==> config.mk <==
export PLATFORM = sky130hd
export DESIGN_NAME = record_length_deframer_core
export DESIGN_NICKNAME = d
export VERILOG_FILES = /design/src/hw/rtl/rld_pkg.sv /design/src/hw/rtl/rld_step.sv /design/src/hw/rtl/record_length_deframer_core.sv
export SDC_FILE = /design/constraint.sdc
export NUM_CORES = 1
export LEC_CHECK = 0
export ABC_AREA = 1
export BUFFER_PORTS_ARGS = -buffer_cell sky130_fd_sc_hd__buf_4
export CORE_ASPECT_RATIO = 0.8
export CORE_UTILIZATION = 55
export DETAILED_ROUTE_END_ITERATION = 8
export PLACE_DENSITY = 0.75
export SLEW_MARGIN = 5
export SYNTH_ARGS = -nofsm -noshare
export SYNTH_HDL_FRONTEND = slang
export SYNTH_SLANG_ARGS = --single-unit
export TNS_END_PERCENT = 20
==> constraint.sdc <==
create_clock -name clk_i -period 3.2 [get_ports clk_i]
set_input_delay 0.16 -clock clk_i [delete_from_list [all_inputs] [get_ports clk_i]]
set_output_delay 0.16 -clock clk_i [all_outputs]
set_load 0.02 [all_outputs]
==> src/hw/rtl/rld_pkg.sv <==
package rld_pkg;

  // field widths
  localparam int unsigned ByteW   = 8;
  localparam int unsigned LenW    = 16;
  localparam int unsigned RecNumW = 16;
  localparam int unsigned HdrPosW = 3;

  // header layout
  localparam logic [HdrPosW-1:0] HdrBytes = 3'd5;
  localparam logic [HdrPosW-1:0] LenHiPos = 3'd3;
  localparam logic [HdrPosW-1:0] LenLoPos = 3'd4;

  // one input byte of the buffer
  typedef struct packed {
    logic [ByteW-1:0] data_byte;
    logic             end_of_buffer;
  } in_t;

  // one tagged output byte
  typedef struct packed {
    logic [ByteW-1:0]   byte_out;
    logic [RecNumW-1:0] record_number;
    logic               in_header;
    logic               record_done;
    logic               truncated;
  } out_t;

  // framing state carried from byte to byte
  typedef struct packed {
    logic [HdrPosW-1:0] header_position;
    logic [ByteW-1:0]   length_high_byte;
    logic [LenW-1:0]    payload_left;
    logic [RecNumW-1:0] record_count;
  } state_t;

endpackage

==> src/hw/rtl/rld_step.sv <==
module rld_step (
  input  rld_pkg::state_t state_i,
  input  rld_pkg::in_t    item_i,
  output rld_pkg::state_t state_o,
  output rld_pkg::out_t   result_o
);

  logic                        is_hdr;
  logic                        done;
  logic [rld_pkg::LenW-1:0]    len_word;
  logic [rld_pkg::LenW-1:0]    pl_dec;
  rld_pkg::state_t             nxt;

  assign is_hdr   = state_i.header_position < rld_pkg::HdrBytes;
  assign len_word = {state_i.length_high_byte, item_i.data_byte};
  assign pl_dec   = state_i.payload_left -
                    rld_pkg::LenW'(state_i.payload_left != '0);

  // header or payload update for this byte
  always_comb begin
    nxt  = state_i;
    done = 1'b0;
    if (is_hdr) begin
      if (state_i.header_position == rld_pkg::LenHiPos) begin
        nxt.length_high_byte = item_i.data_byte;
      end
      if (state_i.header_position == rld_pkg::LenLoPos) begin
        nxt.payload_left = len_word;
        done             = (len_word == '0);
      end
      nxt.header_position = rld_pkg::HdrPosW'(state_i.header_position + 1'b1);
    end else begin
      nxt.payload_left = pl_dec;
      done             = (pl_dec == '0);
    end
    // record complete: clear framing, bump the record count
    if (done) begin
      nxt.header_position  = '0;
      nxt.length_high_byte = '0;
      nxt.payload_left     = '0;
      nxt.record_count     = rld_pkg::RecNumW'(state_i.record_count + 1'b1);
    end
    // end of buffer: back to reset values
    if (item_i.end_of_buffer) begin
      nxt = '0;
    end
  end

  assign state_o = nxt;

  // tagged result
  always_comb begin
    result_o.byte_out      = item_i.data_byte;
    result_o.record_number = state_i.record_count;
    result_o.in_header     = is_hdr;
    result_o.record_done   = done;
    result_o.truncated     = item_i.end_of_buffer & ~done;
  end

endmodule

==> src/hw/rtl/record_length_deframer_core.sv <==
// a result is registered and appears in the cycle after its byte transfer
// throughput: one byte per cycle while the sink takes each result; framing state is updated
// in the same cycle the byte is taken, and the result register frees as the sink takes it
// reset: rst_ni clears the framing state and the result valid flag
module record_length_deframer_core (
  input  logic            clk_i,
  input  logic            rst_ni,
  input  logic            in_valid_i,
  output logic            in_ready_o,
  input  rld_pkg::in_t    in_data_i,
  output logic            out_valid_o,
  input  logic            out_ready_i,
  output rld_pkg::out_t   out_data_o
);

  rld_pkg::state_t state_q, state_d;
  rld_pkg::out_t   result_d, result_q;
  logic            out_valid_q, out_valid_d;
  logic            in_xfer;

  // take a byte whenever the result register is empty or draining
  assign in_ready_o = ~out_valid_q | out_ready_i;
  assign in_xfer    = in_valid_i & in_ready_o;

  rld_step u_step (
    .state_i  (state_q),
    .item_i   (in_data_i),
    .state_o  (state_d),
    .result_o (result_d)
  );

  // result valid flag
  always_comb begin
    out_valid_d = out_valid_q;
    if (in_xfer) begin
      out_valid_d = 1'b1;
    end else if (out_ready_i) begin
      out_valid_d = 1'b0;
    end
  end

  // control state
  always_ff @(posedge clk_i or negedge rst_ni) begin
    if (!rst_ni) begin
      state_q     <= '0;
      out_valid_q <= 1'b0;
    end else begin
      out_valid_q <= out_valid_d;
      if (in_xfer) begin
        state_q <= state_d;
      end
    end
  end

  // result payload
  always_ff @(posedge clk_i) begin
    if (in_xfer) begin
      result_q <= result_d;
    end
  end

  assign out_valid_o = out_valid_q;
  assign out_data_o  = result_q;

  // header position never runs past the payload phase
  assert property (@(posedge clk_i) disable iff (!rst_ni)
    state_q.header_position <= rld_pkg::HdrBytes)
    else $error("header position out of range");

  // end of buffer returns the framing state to reset values
  assert property (@(posedge clk_i) disable iff (!rst_ni)
    (in_xfer && in_data_i.end_of_buffer) |=>
      (state_q.record_count == '0 && state_q.header_position == '0 &&
       state_q.payload_left == '0))
    else $error("state not cleared after end of buffer");

  // a completed record starts the next header
  assert property (@(posedge clk_i) disable iff (!rst_ni)
    (in_xfer && result_d.record_done) |=>
      (state_q.header_position == '0 && out_data_o.record_done))
    else $error("record completion did not restart header");

  // a truncated byte never also completes its record
  assert property (@(posedge clk_i) disable iff (!rst_ni)
    (out_valid_o && out_data_o.truncated) |-> !out_data_o.record_done)
    else $error("truncated and done both set");

endmodule

Word level (Yosys, flattened, before mapping)
Index checks and enable logic that the tools add are counted.
Storage, ports and cells
  register bits: 71
  word-level logic and storage cells: 43
  bits of input ports: 13
  output and inout port bits: 29
Cells by class
  order comparisons: 1
  multiplexer cells: 10
  eq/ne operators: 3
  bitwise gates (word level): 5
  add/sub/neg operators: 3
  reduce and logical (&&, ||, !) cells: 11
Operators by type and width (count)
  $mux W43: 2
  $logic_not A16 Y1: 2
  $mux W16: 2
  $add A16 B1 Y16 const B: 1
  $reduce_bool A16 Y1: 1
  $sub A16 B1 Y16: 1
  $mux W11: 1
  $mux W8: 1
  $reduce_and A2 Y1: 3
  $reduce_bool A3 Y1: 2
  $mux W1: 4
  $ne A4 B4 Y1 const B: 1
  $reduce_bool A2 Y1: 2
  $add A3 B1 Y3 const B: 1
  $eq A3 B2 Y1 const B: 1
  $eq A3 B3 Y1 const B: 1
  $lt A3 B3 Y1 const B: 1
  $reduce_and A3 Y1: 1
  $and A1 B1 Y1: 2
  $not A1 Y1: 2
  $or A1 B1 Y1: 1

Logic depth before layout (Yosys ltp)
Gate-level depths: netlist (run 1).
  depth in word-level cells: 6
  gate-level depth with buffers: 20
  gate-level depth less buffers: 19

Modules after synthesis
A second synthesis (run 1) with hierarchy kept.
Second synthesis, totals
  cell total of the unflattened synthesis: 623
  area, all modules: 4626.9 sq um
Modules (own cells, without submodules)
  record_length_deframer_core: seq. area each 1911.8 sq um, times used 1, area an instance 2576.2 sq um, cells each 218
  rld_step: seq. area each 0.0 sq um, times used 1, area an instance 2050.7 sq um, cells each 405

Least setup slack after synthesis (run 1)
Ideal clock, no wire load.
  path kind: flip-flop to flip-flop
  start: register state_q[23] in the netlist's numbering
  end: register result_q, in the netlist out_data_o[0] (data pin)
  path buffers: 1
  period minus slack after synthesis: 2.636 ns
  setup time: 0.254 ns
  cell stages (with the launch flop): 17
  data required time: 2.946 ns
  data arrival time: 2.382 ns
  slack: 0.564 ns
  path through: dfrtp_1 nor2_1 nand2_1 nor2_1 nand4_1 ha_1 ha_1 nand2_2 nor2_4 xor2_1 nor2_1 nand2_1 nor2_1 nand3_2 nand2_2 buf_4 nor2_1
RTL lines
  start: declaration: RTL line record_length_deframer_core.sv:16  | rld_pkg::state_t state_q, state_d;
  start signal: assignment: RTL line record_length_deframer_core.sv:50  | state_q <= state_d;
  end signal: assignment: RTL line record_length_deframer_core.sv:58  | result_q <= result_d;
  end: declaration: RTL line record_length_deframer_core.sv:17  | rld_pkg::out_t result_d, result_q;

Final worst setup path (run 1)
  start: register state_q[23] in the netlist's numbering
  end: register state_q[37] in the netlist's numbering
Between the ends
  word-level cells in the longest chain between the ends: 6
  elaborated cells between the ends (all ways): 9
  classes of those cells: 1 x add/sub; 3 x mux; 5 x reduce/logical
RTL lines
  $reduce_bool A16 Y1: RTL line rld_step.sv:17  | rld_pkg::LenW'(state_i.payload_left != '0);
  $sub A16 B1 Y16 (*): RTL line rld_step.sv:16  | assign pl_dec = state_i.payload_left -
  $logic_not A16 Y1 (*): RTL line rld_step.sv:34  | done = (pl_dec == '0);
  $mux W1 (*): RTL line rld_step.sv:23  | if (is_hdr) begin
  $reduce_bool A3 Y1 (no source line) / $mux W43 (equally long branches)
  $reduce_and A3 Y1 (no source line) / $mux W43 (equally long branches)
Every way passes the cells marked *; elsewhere a longest branch is shown, timed or not. The select of a mux whose other input is x is not followed.
A chain may end at the register's enable or synchronous reset.

==> metrics.log, run 1 <==
[metrics] run status: completed
[metrics] Worst-path clk slew: 0.08 ns
[metrics] count of clock tree sinks: 71
[metrics] post-layout instance area: 4360 um^2
[metrics] switching portion of total power: 32.4%
[metrics] min-delay src: in_data_i[0]
[metrics] total nets after synthesis: 464
[metrics] leakage power summed over all cells: 2.18 nW
[metrics] Max-slew headroom: 53.9%
[metrics] worst voltage drop across the vdd grid: 0.000259 V
[metrics] Die Wd: 94.6 um
[metrics] number of nets with antenna violations after detailed routing: 0
[metrics] aggregate negative setup slack: 0 ns
[metrics] growth of design area from synthesis to finish: 15.5%
[metrics] Clock Power Share: 32.2%
[metrics] type of destination of the critical path: flip-flop
[metrics] global-route wire length before repair: 15.5 mm
[metrics] register area share after synthesis: 50.7%
[metrics] Async S/R FF share, synth: 62.0%
[metrics] dominant synthesized flop cell: sky130_fd_sc_hd__dfrtp_1
[metrics] setup slack, reg-to-reg: 0.27 ns
[metrics] number of enable-type register cells in the synthesized netlist: 27
[metrics] FMAX: 341 MHz
[metrics] Die Outline Area: 7190 um^2
[metrics] number of global-route vias before repair: 3112
[metrics] class of the worst hold path: in2reg
[metrics] number of fill cells in the layout: 574
[metrics] CTS tree: yes
[metrics] IO Port Bufs: 41
[metrics] yosys warns: 0
[metrics] synthesized area: 3770 um^2
[metrics] Critical Path Start Type: flip-flop
[metrics] post-layout minimum cycle time: 2.93 ns
[metrics] worst flop-to-flop path startpoint: state_q[23]
[metrics] Synth Instances: 445
[metrics] register bit count reported by yosys: 71
[metrics] count leader, synth: sky130_fd_sc_hd__nand2_1
[metrics] number of H-tree levels: 3
[metrics] number of remaining DRC errors: 0
[metrics] Hold Path Stages: 2
[metrics] maximum number of pins on one net before global-route repair: 45
[metrics] fraction of post-synthesis cell area in the top cell type by area: 29.2%
[metrics] Setup Buffers After CTS: 0
[metrics] residual overflow from global routing: 0
[metrics] Via-to-Cell Ratio: 5.63
[metrics] DP Area: 4130 um^2
[metrics] initial core utilization: 58.0%
[metrics] Tot GR Track Use: 28.0%
[metrics] number of standard-cell rows in the floorplan: 26
[metrics] die extent in y: 76.1 um
[metrics] top cells by area in the synthesized netlist: sky130_fd_sc_hd__dfrtp_1 29%, sky130_fd_sc_hd__edfxtp_1 21%, sky130_fd_sc_hd__nand2_1 13%
[metrics] maximum net fanout on the critical path: 27
[metrics] setup clock skew after layout: 0.0161 ns
[metrics] Max-Cap Viols: 0
[metrics] endpoint of the lowest-slack register-to-register path: state_q[37]
[metrics] Final Power: 2.24 mW
[metrics] # IOs: 42
[metrics] R2R depth: 17
[metrics] routed vias: 3257
[metrics] pwr dens: 514 nW/um^2
[metrics] Clock Latency Late Sink: 0.36 ns
[metrics] total inserted antenna cells: 0
[metrics] violation count after the first detailed-route iteration: 303
[metrics] final setup violating endpoints: 0
[metrics] placed wire-length estimate after detailed placement: 6.23 mm
[metrics] placeable core region: 6510 um^2
[metrics] endpoint arrival time on the critical path: 3.17 ns
[metrics] Netlist cell types: 32
[metrics] Hold Crit Endpoint: state_q[23]
[metrics] share of the clock period used by the worst path after layout: 91.6%
[metrics] Total Routed Length: 9.07 mm
[metrics] count of final hold-check violations: 0
[metrics] biggest area consumer among synthesized cells: sky130_fd_sc_hd__dfrtp_1
[metrics] root buffer selected by CTS: sky130_fd_sc_hd__clkbuf_8
[metrics] combinational power share: 21.9%
[metrics] most frequent cells after synthesis: 133 x sky130_fd_sc_hd__nand2_1, 47 x sky130_fd_sc_hd__inv_1, 44 x sky130_fd_sc_hd__dfrtp_1
[metrics] total CTS buffers: 9
[metrics] share of layout cells above drive strength 1: 16.0%
[metrics] CTS Buffer Depth: 2
[metrics] weighted congestion at the end of routability-driven global placement: 0.959
[metrics] slew at the pin closest to its max-slew limit: 0.687 ns
[metrics] Final nets: 508
[metrics] Slew Viols, Final: 0
[metrics] critical setup path kind: reg2reg
[metrics] Psw: 0.725 mW
[metrics] mean instance size in the synthesized netlist: 8.47 um^2
[metrics] DR WL/cell: 15.7 um
[metrics] Crit path required time: 3.44 ns
[metrics] share of power burned in registers: 45.9%
[metrics] setup repair after global routing missed its margin: no
[metrics] number of detailed-routing iterations run before antenna repair: 5
[metrics] Internal Power: 1.51 mW
[metrics] antenna violations before repair: 0
==> worst max path at each step <==
stage,start,end
6_report,state_q[23],state_q[37]
5_1_grt,state_q[23],state_q[37]
4_1_cts,state_q[23],state_q[39]
3_5_place_dp,state_q[23],state_q[33]
3_3_place_gp,state_q[23],out_data_o[0]
2_1_floorplan,state_q[23],out_data_o[0]
==> routing by layer <==
metal / vias up / track usage (%) / part of all wire (%)
met5: - / 0 / 0
met4: 0 / 8.64 / 2.0
met3: 21 / 7.29 / 8.5
met2: 159 / 39.9 / 42
met1: 1524 / 41.8 / 47
li1: 1553 / - / -
==> final cells by class <==
class                           instances  area [um^2]  area share, %
Multi-Input combinational cell        312         1620           37.1
Tap cell                               84          105           2.41
Inverter                               50          188           4.31
Timing Repair Buffer                   45          340           7.81
Clock buffer                            9          124           2.84
Sequential cell                        71         1910           43.9
Clock inverter                          7         70.1           1.61
==> stage by stage <==
step	util, %	worst slack (ns)	instances	hold slack (ns)
2_1_floorplan	-	0.564	445	-0.136
3_3_place_gp	63.5	0.286	561	0.196
3_5_place_dp	63.5	0.195	561	0.201
4_1_cts	66.6	0.165	578	0.00428
5_1_grt	66.9	0.0369	578	0.0117
6_report	66.9	0.267	578	0.00411
==> worst max-delay path, cell delays in order (launching register included) <==
cell                      delay [ns]
sky130_fd_sc_hd__dfrtp_1        0.45
sky130_fd_sc_hd__nor2_2         0.17
sky130_fd_sc_hd__nand2_1        0.11
sky130_fd_sc_hd__nor2_2         0.16
sky130_fd_sc_hd__nand4_1        0.11
sky130_fd_sc_hd__ha_2           0.22
sky130_fd_sc_hd__ha_1           0.22
sky130_fd_sc_hd__nand2_2        0.11
sky130_fd_sc_hd__nor2_4         0.07
sky130_fd_sc_hd__xor2_1         0.17
sky130_fd_sc_hd__nor2_1         0.15
sky130_fd_sc_hd__nand2_1        0.07
sky130_fd_sc_hd__nor2_1         0.14
sky130_fd_sc_hd__nand3_2        0.15
sky130_fd_sc_hd__nand3_4        0.15
sky130_fd_sc_hd__nand2_8        0.15
sky130_fd_sc_hd__nand3_1        0.14
sky130_fd_sc_hd__nand2_1        0.06
==> sequential cells by signal, summed over array words and instances (netlist names) <==
name / count
out_data_o: 27
state_q: 43
out_valid_o: 1
==> power by group through the flow <==
stage	combinational (mW)	clock (mW)	sequential, mW
floorplan	0.317	0	1.06
global placement	0.465	0	1.04
detailed placement	0.473	0	1.04
CTS	0.476	0.726	1.03
global route	0.551	0.759	1.03
finish	0.490	0.722	1.03
==> cell usage in the layout, fill, tap and decap left out, types with 4 or more instances in the layout <==
cell type / count
sky130_fd_sc_hd__xor2_1: 20
sky130_fd_sc_hd__nor2_2: 5
sky130_fd_sc_hd__dfrtp_1: 44
sky130_fd_sc_hd__nor3_1: 4
sky130_fd_sc_hd__ha_1: 5
sky130_fd_sc_hd__nand2_1: 133
sky130_fd_sc_hd__inv_1: 47
sky130_fd_sc_hd__o21ai_0: 14
sky130_fd_sc_hd__nor4_1: 6
sky130_fd_sc_hd__nand2_2: 4
sky130_fd_sc_hd__clkbuf_8: 9
sky130_fd_sc_hd__buf_4: 44
sky130_fd_sc_hd__nand3_1: 41
sky130_fd_sc_hd__edfxtp_1: 27
sky130_fd_sc_hd__nand4_1: 20
sky130_fd_sc_hd__nor2_1: 37
sky130_fd_sc_hd__o2111ai_1: 6
==> timing repair <==
item / CTS / global route
hold endpoints to repair: 44 / 0
hold buffers: 1 / 0
resized for setup: 0 / 5
endpoints found under the setup margin: 0 / 28
==> kinds of logic after synthesis <==
family                   after synthesis  share of synthesized area (%)
AO/OA/AOI/OAI                         26                           4.41
multiplexers                           1                          0.265
XOR/XNOR                              20                           4.65
buffers and inverters                 62                           7.00
AND/OR/NAND/NOR                      259                           31.0
adder cells (fa/ha/maj)                6                           1.99
flip-flops                            71                           50.7
(Power assumes the default switching activity.)
==> run 2, diff against run 1 <==
- GPL_TIMING_DRIVEN: not set -> 0
==> run 2 against run 1 <==
Sequential share of layout area down 1.4 points. Via count up 4.2%. Register-to-register slack got worse by 0.06 ns. Largest cell class unchanged. Critical path type unchanged. Critical endpoint is now out_data_o[0].
==> metrics.log, run 2 (synthesis gave the netlist of run 1 again) <==
[metrics] count of placed standard cells in the final layout, fillers left out: 595
[metrics] # IOs: 42
[metrics] count of clock tree sinks: 71
[metrics] routing usage on met3: 6.89%
[metrics] count of final hold-check violations: 0
[metrics] CP max stage cell: sky130_fd_sc_hd__dfrtp_2
[metrics] IO Port Bufs: 41
[metrics] post-placement setup slack: -0.0702 ns
[metrics] number of nets with antenna violations after detailed routing: 0
[metrics] Crit path required time: 3.31 ns
[metrics] leakage power summed over all cells: 2.24 nW
[metrics] Worst-path clk slew: 0.07 ns
[metrics] Max-slew headroom: 61.1%
[metrics] critical setup path kind: reg2reg
[metrics] aggregate negative setup slack: 0 ns
[metrics] global-route track usage on met2: 39.9%
[metrics] FMAX: 334 MHz
[metrics] layer with the highest usage: met1
[metrics] most common library cell in the layout ignoring fill and taps: sky130_fd_sc_hd__nand2_1
[metrics] die extent in y: 76.1 um
[metrics] DR WL/cell: 15.9 um
[metrics] worst flop-to-flop path startpoint: state_q[23]
[metrics] Tot GR Track Use: 27.7%
[metrics] worst-path cell chain: nor2_4 -> nand2_1 -> nor2_4 -> nand4_1 -> ha_4 -> ha_2 -> nand2_4 -> nor2_2 -> nand3_1 -> nand2_1 -> nor2_2 -> nand2_1 -> nor2_2 -> nand3_2 -> nand2_4 -> buf_4 -> nor2_1
[metrics] number of H-tree levels: 3
[metrics] total CTS buffers: 9
[metrics] final-layout worst hold slack: 0.0167 ns
[metrics] setup ws final: 0.207 ns
[metrics] Max-Cap Viols: 0
[metrics] number of fill cells in the layout: 554
[metrics] flip-flop count of the largest register, all copies and words added: 43
[metrics] final setup violating endpoints: 0
[metrics] root buffer selected by CTS: sky130_fd_sc_hd__clkbuf_8
[metrics] global-route wire length before repair: 15.0 mm
[metrics] run status: completed
[metrics] Crit path largest cell delay: 0.46 ns
[metrics] worst voltage drop across the vdd grid: 0.000363 V
[metrics] routed vias: 3395
[metrics] share of layout cells above drive strength 1: 19.2%
[metrics] class of the worst hold path: in2reg
[metrics] number of remaining DRC errors: 0
[metrics] residual overflow from global routing: 0
[metrics] type of destination of the critical path: flip-flop
[metrics] register ranked first by flip-flop count: state_q
[metrics] DP Area: 4180 um^2
[metrics] Finished Core Util: 69.2%
[metrics] post-layout minimum cycle time: 2.99 ns
[metrics] Crit. Startpoint: state_q[23]
[metrics] Total Routed Length: 9.46 mm
[metrics] Final nets: 525
[metrics] commonest non-fill, non-tap cells in the layout: 132 x sky130_fd_sc_hd__nand2_1, 51 x sky130_fd_sc_hd__buf_4, 47 x sky130_fd_sc_hd__inv_1, 42 x sky130_fd_sc_hd__dfrtp_1, 41 x sky130_fd_sc_hd__nand3_1
[metrics] min-delay src: in_data_i[0]
[metrics] Slew Viols, Final: 0
[metrics] pwr dens: 516 nW/um^2
[metrics] setup clock skew after layout: 0.00792 ns
[metrics] Critical Path Start Type: flip-flop
[metrics] violation count after the first detailed-route iteration: 286
[metrics] weighted congestion at the end of routability-driven global placement: 0.939
[metrics] maximum net fanout on the critical path: 10
[metrics] Die Outline Area: 7190 um^2
[metrics] met1 track demand over resource in global routing: 40.1%
[metrics] placed wire-length estimate after detailed placement: 6.50 mm
[metrics] total inserted antenna cells: 0
[metrics] capture point of the critical path: out_data_o[0]
[metrics] number of global-route vias before repair: 3143
[metrics] number of detailed-routing iterations run before antenna repair: 5
[metrics] Final Power: 2.32 mW
[metrics] CTS tree: yes
[metrics] antenna violations before repair: 0
[metrics] placeable core region: 6510 um^2
[metrics] Clock Latency Late Sink: 0.36 ns
[metrics] post-layout instance area: 4500 um^2
[metrics] Via-to-Cell Ratio: 5.71
[metrics] endpoint of the lowest-slack register-to-register path: out_data_o[0]
[metrics] CTS Buffer Depth: 2
[metrics] maximum number of pins on one net before global-route repair: 45
[metrics] Die Wd: 94.6 um
[metrics] initial core utilization: 58.0%
[metrics] share of the clock period used by the worst path after layout: 93.5%
[metrics] growth of design area from synthesis to finish: 19.4%
[metrics] R2R depth: 17
[metrics] slew at the pin closest to its max-slew limit: 0.584 ns
[metrics] endpoint arrival time on the critical path: 3.10 ns
[metrics] setup slack, reg-to-reg: 0.21 ns
[metrics] number of standard-cell rows in the floorplan: 26
[metrics] instance count after placement with tap cells included: 570
-- run 2: changes by cell type in the layout (fill, tap and decap cells not counted), moves of 2 or more --
cell / change
sky130_fd_sc_hd__nor2_4: +2
sky130_fd_sc_hd__buf_6: +2
sky130_fd_sc_hd__dfrtp_2: +2
sky130_fd_sc_hd__clkinvlp_4: +2
sky130_fd_sc_hd__nand2_4: +2
sky130_fd_sc_hd__nor2_1: -2
sky130_fd_sc_hd__buf_4: +7
sky130_fd_sc_hd__dfrtp_1: -2
sky130_fd_sc_hd__clkbuf_1: +5
-- run 2: layout make-up --
type                            count  area, um^2  area share (%)
Buffer                             12        76.3            1.69
Tap cell                           84         105            2.33
Multi-Input combinational cell    313        1650            36.7
Clock buffer                        9         124            2.75
Clock inverter                      7        71.3            1.58
Timing Repair Buffer               49         370            8.22
Inverter                           50         188            4.17
Sequential cell                    71        1910            42.5
-- run 2: worst min-delay path by stage --
stage / to / slack (ns) / cells after the start
floorplan: out_valid_o / -0.14 / 0
global placement: state_q[18] / 0.20 / 1
detailed placement: state_q[23] / 0.21 / 1
CTS: out_data_o[22] / 0.006 / 1
global route: out_data_o[22] / 0.008 / 1
finish: state_q[22] / 0.02 / 2
-- run 2: timing repair --
item,4_1_cts,5_1_grt
cloned,0,1
gates resized for setup,2,13
buffers inserted,0,7
hold buffers,1,0
endpoints found under the hold margin,44,0
pin swaps,0,6
endpoints found under the setup margin,21,29
-- run 2: critical path, delay by kind of cell (launching register included) --
kind          cells  cell delay, ns
fa+ha+maj         2            0.41
flops             1            0.46
buf+inv           1            0.18
simple gates     14            1.68
-- run 2: per-layer routing --
metal | wire [um] | vias up
met5 | 0 | -
li1 | - | 1590
met3 | 860 | 19
met2 | 4200 | 193
met4 | 189 | 0
met1 | 4210 | 1593
-- run 2: power breakdown --
part           switching, mW  internal, mW  total, mW  leakage, nW
Sequential            0.0360         0.993       1.03        0.863
Combinational          0.380         0.197      0.577         1.29
Clock                  0.356         0.361      0.717       0.0937
==> run 3, diff against run 2 <==
- CTS_BUF_LIST: not set -> sky130_fd_sc_hd__clkbuf_4 sky130_fd_sc_hd__clkbuf_8 sky130_fd_sc_hd__clkbuf_16
- clock period: 3.2 -> 3.65 ns (I/O delays scaled with it)
==> run 3 against run 2 <==
Clock skew is 0.0014 ns higher. Sequential share of layout area grew 1.0 points. Critical path type unchanged. First-iteration DRC count is 7.3% lower. Critical endpoint unchanged. Sequential power shrank 13%. Non-clock buffer count decreased by 7. Largest cell class unchanged. Global-route usage about the same. Sequential cell count unchanged. Hold slack better by 0.022 ns. Highest routed layer unchanged. Largest power group unchanged. Wire length shrank 5.2%.
==> metrics.log, run 3 (synthesis gave the netlist of run 1 again) <==
[metrics] run status: completed
[metrics] total CTS buffers: 9
[metrics] number of standard-cell rows in the floorplan: 26
[metrics] number of nets with antenna violations after detailed routing: 0
[metrics] Final Power: 1.97 mW
[metrics] final setup violating endpoints: 0
[metrics] count of clock tree sinks: 71
[metrics] CTS tree: yes
[metrics] worst flop-to-flop path startpoint: state_q[23]
[metrics] critical setup path kind: reg2reg
[metrics] Clock Latency Late Sink: 0.36 ns
[metrics] maximum number of pins on one net before global-route repair: 45
[metrics] placeable core region: 6510 um^2
[metrics] maximum net fanout on the critical path: 10
[metrics] setup slack, reg-to-reg: 0.29 ns
[metrics] FMAX: 297 MHz
[metrics] R2R depth: 16
[metrics] routed vias: 3263
[metrics] Final nets: 517
[metrics] Clock Power Share: 32.0%
[metrics] most common library cell in the layout ignoring fill and taps: sky130_fd_sc_hd__nand2_1
[metrics] post-layout instance area: 4390 um^2
[metrics] antenna violations before repair: 0
[metrics] post-placement setup slack: 0.380 ns
[metrics] setup clock skew after layout: 0.00937 ns
[metrics] Finished Core Util: 67.5%
[metrics] capture point of the critical path: out_data_o[0]
[metrics] worst-path cell chain: nor2_1 -> nand2_1 -> nor2_1 -> nand4_1 -> ha_1 -> ha_1 -> nand2_2 -> nor2_4 -> xor2_1 -> nor2_1 -> nand2_1 -> nor2_1 -> nand3_2 -> nand2_2 -> buf_4 -> nor2_1
[metrics] Crit. Startpoint: state_q[23]
[metrics] die extent in y: 76.1 um
[metrics] Die Outline Area: 7190 um^2
[metrics] final-layout worst hold slack: 0.0386 ns
[metrics] number of detailed-routing iterations run before antenna repair: 5
[metrics] growth of design area from synthesis to finish: 16.4%
[metrics] pwr dens: 449 nW/um^2
[metrics] root buffer selected by CTS: sky130_fd_sc_hd__clkbuf_8
[metrics] DR WL/cell: 15.3 um
[metrics] PostCTS Resize Cnt: 0
[metrics] leakage power summed over all cells: 2.20 nW
[metrics] IO Port Bufs: 41
[metrics] # IOs: 42
[metrics] count of placed standard cells in the final layout, fillers left out: 587
[metrics] endpoint arrival time on the critical path: 3.47 ns
[metrics] placed wire-length estimate after detailed placement: 6.50 mm
[metrics] Die Wd: 94.6 um
[metrics] flip-flop count of the largest register, all copies and words added: 43
[metrics] Critical Path Start Type: flip-flop
[metrics] total inserted antenna cells: 0
[metrics] sum of buffers and inverters on the critical path: 1
[metrics] count of final hold-check violations: 0
[metrics] Max-slew headroom: 61.0%
[metrics] slew at the pin closest to its max-slew limit: 0.585 ns
[metrics] Crit path largest cell delay: 0.46 ns
[metrics] Psw: 0.641 mW
[metrics] switching portion of total power: 32.6%
[metrics] number of H-tree levels: 3
[metrics] number of remaining DRC errors: 0
[metrics] residual overflow from global routing: 0
[metrics] CP max stage cell: sky130_fd_sc_hd__dfrtp_1
[metrics] DP Area: 4180 um^2
[metrics] weighted congestion at the end of routability-driven global placement: 0.939
[metrics] class of the worst hold path: in2reg
[metrics] number of global-route vias before repair: 3148
[metrics] commonest non-fill, non-tap cells in the layout: 133 x sky130_fd_sc_hd__nand2_1, 47 x sky130_fd_sc_hd__inv_1, 44 x sky130_fd_sc_hd__buf_4, 44 x sky130_fd_sc_hd__dfrtp_1, 41 x sky130_fd_sc_hd__nand3_1
[metrics] Slew Viols, Final: 0
[metrics] setup repair after global routing missed its margin: no
[metrics] endpoint of the lowest-slack register-to-register path: out_data_o[0]
[metrics] share of layout cells above drive strength 1: 15.9%
[metrics] Tot GR Track Use: 27.7%
[metrics] violation count after the first detailed-route iteration: 265
[metrics] share of power burned in registers: 45.7%
[metrics] share of the clock period used by the worst path after layout: 92.1%
[metrics] Via-to-Cell Ratio: 5.56
[metrics] Total Routed Length: 8.97 mm
[metrics] Crit path required time: 3.76 ns
[metrics] cell seen most often among critical-path stages: sky130_fd_sc_hd__nor2_1
[metrics] critical path depth: 16
[metrics] Worst-path clk slew: 0.08 ns
[metrics] type of destination of the critical path: flip-flop
[metrics] Internal Power: 1.33 mW
[metrics] global-route wire length before repair: 14.9 mm
[metrics] post-layout minimum cycle time: 3.36 ns
[metrics] combinational power share: 22.3%
[metrics] instance count after placement with tap cells included: 570
[metrics] register ranked first by flip-flop count: state_q
[metrics] CTS Buffer Depth: 2
[metrics] setup ws final: 0.287 ns
[metrics] initial core utilization: 58.0%
[metrics] aggregate negative setup slack: 0 ns
[metrics] cell family with most CP delay: simple AND/OR/NAND/NOR gates
[metrics] Max-Cap Viols: 0
[metrics] worst voltage drop across the vdd grid: 0.000318 V
-- run 3: cell types whose count changed in the layout (fill, tap and decap cells not counted), sizes merged --
cell / previous run / this run
buf: 54 / 47
nor2: 46 / 45
-- run 3: repair_timing --
action | 4_1_cts | 5_1_grt
endpoints found under the setup margin | 0 | 0
setup buffers | 0 | 0
hold buffers | 1 | 0
endpoints found under the hold margin | 44 | 0
-- run 3: cell type report --
class,count,area [um^2]
repair buffers,42,318
multi-input cells,312,1600
clock buffers,9,124
plain buffers,12,76.3
flip-flops and latches,71,1910
well taps,84,105
inverters,50,188
fillers,561,2120
clock inverters,7,71.3
-- run 3: per-layer routing --
layer / share of wire [%] / up-vias / track usage (%)
met1: 47 / 1532 / 39.9
li1: - / 1576 / -
met5: 0 / - / 0
met4: 1.5 / 0 / 11.1
met2: 44 / 138 / 40.1
met3: 7.7 / 17 / 6.89
-- run 3: worst min path at each step --
| stage | startpoint | endpoint | slack, ns | cells after the start |
|---|---|---|---|---|
| global route | in_data_i[4] | out_data_o[22] | 0.03 | 1 |
| global placement | rst_ni | state_q[18] | 0.23 | 1 |
| floorplan | rst_ni | out_valid_o | -0.11 | 0 |
| finish | in_data_i[4] | out_data_o[22] | 0.04 | 1 |
| detailed placement | rst_ni | state_q[23] | 0.23 | 1 |
| CTS | in_data_i[4] | out_data_o[22] | 0.03 | 1 |
-- run 3: power by group through the flow --
| stage | logic (mW) | registers (mW) | clock network, mW |
|---|---|---|---|
| global route | 0.491 | 0.905 | 0.667 |
| detailed placement | 0.428 | 0.916 | 0 |
| floorplan | 0.278 | 0.929 | 0 |
| finish | 0.439 | 0.900 | 0.630 |
| CTS | 0.435 | 0.899 | 0.641 |
| global placement | 0.420 | 0.914 | 0 |
-- run 3: worst register-to-register path, delay by kind of cell (launching register included) --
family	cells	cell delay, ns
simple gates	12	1.76
fa+ha+maj	2	0.54
flops	1	0.46
buf+inv	1	0.20
xor+xnor	1	0.16
